### src/design/wfc_pkg.sv
// ----------------------------------------------------------------------------
// wfc_pkg
// Shared constants, command/status types and helpers for the word counter.
// ----------------------------------------------------------------------------
package wfc_pkg;

    localparam int DEF_TABLE_DEPTH  = 64;
    localparam int DEF_MAX_WORD_LEN = 32;

    localparam logic [5:0] MIN_LEN_RST  = 6'd4;
    localparam logic       KIND_WORD    = 1'b0;
    localparam logic       KIND_TOTALS  = 1'b1;
    localparam logic       REG_MIN_LEN  = 1'b0;

    localparam logic [7:0] CH_UP_A = 8'h41;
    localparam logic [7:0] CH_UP_Z = 8'h5A;
    localparam logic [7:0] CH_LO_A = 8'h61;
    localparam logic [7:0] CH_LO_Z = 8'h7A;
    localparam logic [7:0] CH_D0   = 8'h30;
    localparam logic [7:0] CH_D9   = 8'h39;
    localparam logic [7:0] CASE_OFS = 8'd32;

    typedef struct packed {
        logic accept;
        logic ent_clr;
        logic ent_inc;
        logic pos_clr;
        logic pos_inc;
        logic cnt_wr;
        logic ins;
        logic set_full;
        logic cp_wr;
        logic emit_word;
        logic word_last;
        logic emit_tot;
    } t_cmd;

    typedef struct packed {
        logic in_word;
        logic len_nz;
        logic ent_end;
        logic len_eq;
        logic pos_end;
        logic ch_eq;
        logic tbl_full;
        logic out_free;
    } t_sts;

    function automatic logic [15:0] sat_inc(input logic [15:0] v);
        return (v == 16'hFFFF) ? v : v + 16'd1;
    endfunction

endpackage

### src/design/wfc_ctrl.sv
// ----------------------------------------------------------------------------
// wfc_ctrl
// Sequencer: byte intake, table search, insert/update and result emission.
// ----------------------------------------------------------------------------
module wfc_ctrl (
    input  logic          i_clk,
    input  logic          i_rst_n,
    input  logic          i_in_valid,
    input  logic          i_in_last,
    output logic          o_in_ready,
    input  wfc_pkg::t_sts i_sts,
    output wfc_pkg::t_cmd o_cmd
);
    import wfc_pkg::*;

    typedef enum logic [3:0] {
        S_IDLE, S_LEN_RD, S_LEN_CMP, S_CH_RD, S_CH_CMP, S_CNT_RD, S_CNT_WR,
        S_MISS, S_CP_RD, S_CP_WR, S_EMIT_W, S_EMIT_T
    } t_state;

    t_state r_state, n_state;
    logic   r_eot, n_eot;
    t_cmd   w_cmd;

    always_comb begin
        n_state = r_state;
        n_eot   = r_eot;
        w_cmd   = '0;
        case (r_state)
            S_IDLE: begin
                if (i_in_valid) begin
                    w_cmd.accept = 1'b1;
                    n_eot        = i_in_last;
                    if ((!i_sts.in_word && i_sts.len_nz) ||
                        (i_sts.in_word && i_in_last)) begin
                        w_cmd.ent_clr = 1'b1;
                        n_state       = S_LEN_RD;
                    end else if (i_in_last) begin
                        n_state = S_EMIT_T;
                    end
                end
            end
            S_LEN_RD: begin
                n_state = i_sts.ent_end ? S_MISS : S_LEN_CMP;
            end
            S_LEN_CMP: begin
                if (i_sts.len_eq) begin
                    w_cmd.pos_clr = 1'b1;
                    n_state       = S_CH_RD;
                end else begin
                    w_cmd.ent_inc = 1'b1;
                    n_state       = S_LEN_RD;
                end
            end
            S_CH_RD: begin
                n_state = i_sts.pos_end ? S_CNT_RD : S_CH_CMP;
            end
            S_CH_CMP: begin
                if (i_sts.ch_eq) begin
                    w_cmd.pos_inc = 1'b1;
                    n_state       = S_CH_RD;
                end else begin
                    w_cmd.ent_inc = 1'b1;
                    n_state       = S_LEN_RD;
                end
            end
            S_CNT_RD: begin
                n_state = S_CNT_WR;
            end
            S_CNT_WR: begin
                w_cmd.cnt_wr = 1'b1;
                n_state      = S_EMIT_W;
            end
            S_MISS: begin
                if (i_sts.tbl_full) begin
                    w_cmd.set_full = 1'b1;
                    n_state        = S_EMIT_W;
                end else begin
                    w_cmd.pos_clr = 1'b1;
                    n_state       = S_CP_RD;
                end
            end
            S_CP_RD: begin
                if (i_sts.pos_end) begin
                    w_cmd.ins = 1'b1;
                    n_state   = S_EMIT_W;
                end else begin
                    n_state = S_CP_WR;
                end
            end
            S_CP_WR: begin
                w_cmd.cp_wr   = 1'b1;
                w_cmd.pos_inc = 1'b1;
                n_state       = S_CP_RD;
            end
            S_EMIT_W: begin
                if (i_sts.out_free) begin
                    w_cmd.emit_word = 1'b1;
                    w_cmd.word_last = !r_eot;
                    n_state         = r_eot ? S_EMIT_T : S_IDLE;
                end
            end
            S_EMIT_T: begin
                if (i_sts.out_free) begin
                    w_cmd.emit_tot = 1'b1;
                    n_state        = S_IDLE;
                end
            end
            default: begin
                n_state = S_IDLE;
            end
        endcase
    end

    always_ff @(posedge i_clk) begin
        if (!i_rst_n) begin
            r_state <= S_IDLE;
            r_eot   <= 1'b0;
        end else begin
            r_state <= n_state;
            r_eot   <= n_eot;
        end
    end

    assign o_in_ready = (r_state == S_IDLE);
    assign o_cmd      = w_cmd;

endmodule

### config.mk
export PLATFORM = sky130hd
export DESIGN_NAME = wfc_ctrl
export DESIGN_NICKNAME = d
export VERILOG_FILES = /design/src/design/wfc_pkg.sv /design/src/design/wfc_ctrl.sv
export SDC_FILE = /design/constraint.sdc
export NUM_CORES = 1
export LEC_CHECK = 0
export BUFFER_PORTS_ARGS = -buffer_cell sky130_fd_sc_hd__buf_2
export CORE_MARGIN = 10
export CORE_UTILIZATION = 40
export CTS_CLUSTER_SIZE = 12
export DETAILED_ROUTE_END_ITERATION = 6
export GPL_TIMING_DRIVEN = 0
export PLACE_DENSITY_LB_ADDON = 0.3
export SLEW_MARGIN = 10
export SYNTH_ARGS = -nofsm -noshare
export SYNTH_HDL_FRONTEND = slang
export SYNTH_SLANG_ARGS = --single-unit
export TNS_END_PERCENT = 20
### constraint.sdc
create_clock -name i_clk -period 1.45 [get_ports i_clk]
set_input_delay 0.145 -clock i_clk [delete_from_list [all_inputs] [get_ports i_clk]]
set_output_delay 0.145 -clock i_clk [all_outputs]
set_load 0.05 [all_outputs]
==> impl_metrics.py <==
metrics = {
    "synthesis": {
        "yosys.area_share.simple": 0.447,
        "syn_avg_cell_area_um2": 6.63,
        "yosysWarnings": 0,
        "yosysUniqueCellTypes": 35,
        "synth_largest_area_cell": "dfxtp_1",
        "synthMuxAreaShare": 0.0382,
        "synthAdderAreaFrac": 0,
        "synth_compound_area_frac": 0.229,
        "synth-async-reset-ratio": 0,
        "syn-num-nets": 96,
        "yosys_register_bits": 5,
        "syn_inst": 84,
        "synth.cell_area_um2": 557,
        "synth_top_area_frac": 0.180,
        "ys.flop_type": "dfxtp_1",
        "synthTopCellsByArea": "dfxtp_1 18%, nor3_1 9.9%, a21oi_1 6.3%, nor2_1 6.1%, inv_1 4.0%",
        "synth-edff-count": 0,
        "synth_top_family_by_area": "simple AND/OR/NAND/NOR gates",
        "ys_seq_area_frac": 0.180,
        "synthXorXnorAreaFrac": 0,
    },
    "cts": {
        "clk_pin_slew_ps": 50,
        "numCtsBuffers": 3,
        "numClockSinks": 5,
        "clk_latency_ps": 250,
        "cts-root-buf": "clkbuf_4",
        "cts_htree_levels": 1,
        "clockBufferDepth": 2,
        "cts_tree": "yes",
    },
    "power_and_ir_drop": {
        "power.density_nw_per_um2": 2060,
        "comb_power_share": 0.811,
        "switching_share": 0.515,
        "leakage_uw": 0.000453,
        "clkPwrFrac": 0.074,
        "pwr-share-seq": 0.115,
        "p_int_uw": 1100,
        "peakVddDrop_mv": 1.16,
        "p_switching_uw": 1160,
        "p_total_uw": 2260,
    },
    "grt": {
        "met1_usage": 0.136,
        "gr-usage-met2": 0.216,
        "grtUsageTotal": 0.126,
        "top_usage_layer": "met2",
        "grt_max_degree": 11,
        "grt_remaining_overflow": 0,
        "antenna_found_initial": 0,
        "grt_pass1_wl_um": 3460,
        "grt_pass1_vias": 775,
        "met3_usage": 0.0575,
    },
    "outcome": {
        "violations": "setup timing",
        "status": "finished with violations",
    },
    "setup_path": {
        "cp.required_ps": 1310,
        "reg2regPathDepth": 6,
        "crit_family": "simple AND/OR/NAND/NOR gates",
        "r2r_setup_slack_ps": -220,
        "arrival_ps": 1590,
        "crit_chain": "or4_4, clkinvlp_4, nand2_4, nor2_4, buf_6",
        "crit_path_end_kind": "output pin",
        "critPathBufInv": 2,
        "cp-start-kind": "flop",
        "crit_fanout": 7,
        "rr_endpoint": "r_state[0]",
        "r2r_start": "r_state[3]",
        "slowest_stage": "or4_4",
        "critical_path_class": "flop to output pin",
        "endpoint": "o_cmd[10]",
        "cp.depth": 5,
        "crit_start": "r_state[3]",
        "slowest_delay_ps": 550,
    },
    "timing": {
        "period_share": 1.20,
        "finalMaxSlewViolations": 0,
        "maxSlewHeadroom": 0.740,
        "fmax_mhz": 576,
        "finalClockSkew_ps": 5.04,
        "layout_setup_ws_ps": -285,
        "rsz0062_at_grt": "true",
        "setup_violations": 15,
        "max_slew.worst_pin.slew_ps": 379,
        "fin_hold_ws_ps": 169,
        "hold_viol_final": 0,
        "fin_crit_ps": 1740,
    },
    "die": {
        "fp-row-count": 13,
        "chipHeight_um": 57.3,
        "coreArea_um2": 1300,
        "die_x_um": 57.3,
        "start_util": 0.428,
        "dieArea_um2": 3280,
        "io_pins": 25,
    },
    "final_layout": {
        "area_growth_pct": 97.1,
        "nets": 135,
        "fin_util": 0.843,
        "final_layout_size_suffix_gt1_frac": 0.582,
        "diodes": 0,
        "nFillCells": 83,
    },
    "route": {
        "first_iter_violations": 17,
        "firstDrtPassIters": 4,
        "viasPerCell": 6.15,
        "detail-route-antenna-nets": 0,
        "vias": 843,
        "drc": 0,
        "wl_per_cell_um": 18.9,
        "wl_um": 2590,
    },
    "min_path": {
        "hold_path_class": "input pin to flop",
    },
    "placed_design": {
        "dpl.hpwl_um": 1520,
        "gp_congestion": 0.885,
        "io_buffers": 24,
    },
    "run": {
        "maxCapViolations": 0,
    },
}
worst min-delay path by stage:
stage	endpoint	cells past startpoint	slack [ps]	startpoint
6_report	r_state[0]	2	170	i_rst_n
5_1_grt	r_state[0]	2	180	i_rst_n
4_1_cts	r_state[0]	2	170	i_rst_n
3_5_place_dp	r_state[0]	2	430	i_rst_n
3_3_place_gp	r_state[0]	2	420	i_rst_n
2_1_floorplan	r_state[0]	1	260	i_rst_n
per-layer routing:
| layer | part of all wire | routed length [µm] | vias to the layer above |
|---|---|---|---|
| met3 | 0.071 | 185 | 10 |
| met2 | 0.51 | 1320 | 37 |
| met1 | 0.39 | 1010 | 410 |
| met5 | 0 | 0 | - |
| li1 | - | - | 386 |
| met4 | 0.030 | 78 | 0 |
layout make-up:
| cell class | count | area (µm²) | share of cell area |
|---|---|---|---|
| repair buffers | 35 | 309 | 0.282 |
| plain buffers | 6 | 77.6 | 0.0707 |
| clock buffers | 4 | 26.3 | 0.0239 |
| well taps | 15 | 18.8 | 0.0171 |
| multi-input cells | 66 | 526 | 0.479 |
| inverters | 6 | 33.8 | 0.0308 |
| flip-flops and latches | 5 | 106 | 0.0969 |
kinds of logic after synthesis:
group / Yosys count
flops: 5
mux: 2
compound gates: 20
simple gates: 44
buf+inv: 13
power by group through the flow:
stage	Clock [µW]	Combinational [µW]	Sequential (µW)
after global placement	0	1180	222
after CTS	166	1500	246
final	168	1830	261
after detailed placement	0	1200	223
after global routing	180	1940	267
after floorplan	0	968	213
registers in the layout (all words and copies together), names as in the netlist:
name,cells
r_eot,1
r_state,4
synthesized netlist by cell type, drive strengths merged (2+ instances only):
library cell	instances
nor3	12
nor2	9
a21oi	7
inv	6
dfxtp	5
nand2	5
buf	4
o21ai	4
clkbuf	3
nor2b	3
a211oi	2
nand3	2
nor3b	2
o31ai	2
layout by cell type (no fill, tap or decap), types with 4 or more instances in the layout:
cell type / netlist / routed
a21oi_1: 7 / 7
buf_2: 2 / 12
buf_4: 0 / 9
buf_6: 1 / 12
buf_8: 0 / 4
nor2_1: 9 / 6
nor3_1: 11 / 5
nor3_2: 1 / 5
per-stage QoR:
step / TNS, ps / setup slack, ps / instance area [µm²] / std cells
after floorplan: -2990 / -341 / 623 / 84
after global placement: -1330 / -188 / 762 / 123
after detailed placement: -1740 / -217 / 762 / 123
after CTS: -2140 / -260 / 955 / 129
after global routing: -3770 / -349 / 1100 / 137
final: -2720 / -285 / 1100 / 137
what timing repair did:
| action | CTS | global route |
|---|---|---|
| hold buffers | 0 | 0 |
| pin swaps | 3 | 7 |
| cloned | 0 | 1 |
| setup endpoints to repair | 17 | 17 |
| resized for setup | 45 | 19 |
| buffers inserted | 3 | 7 |
No activity file was read; power rests on OpenSTA's default activity.
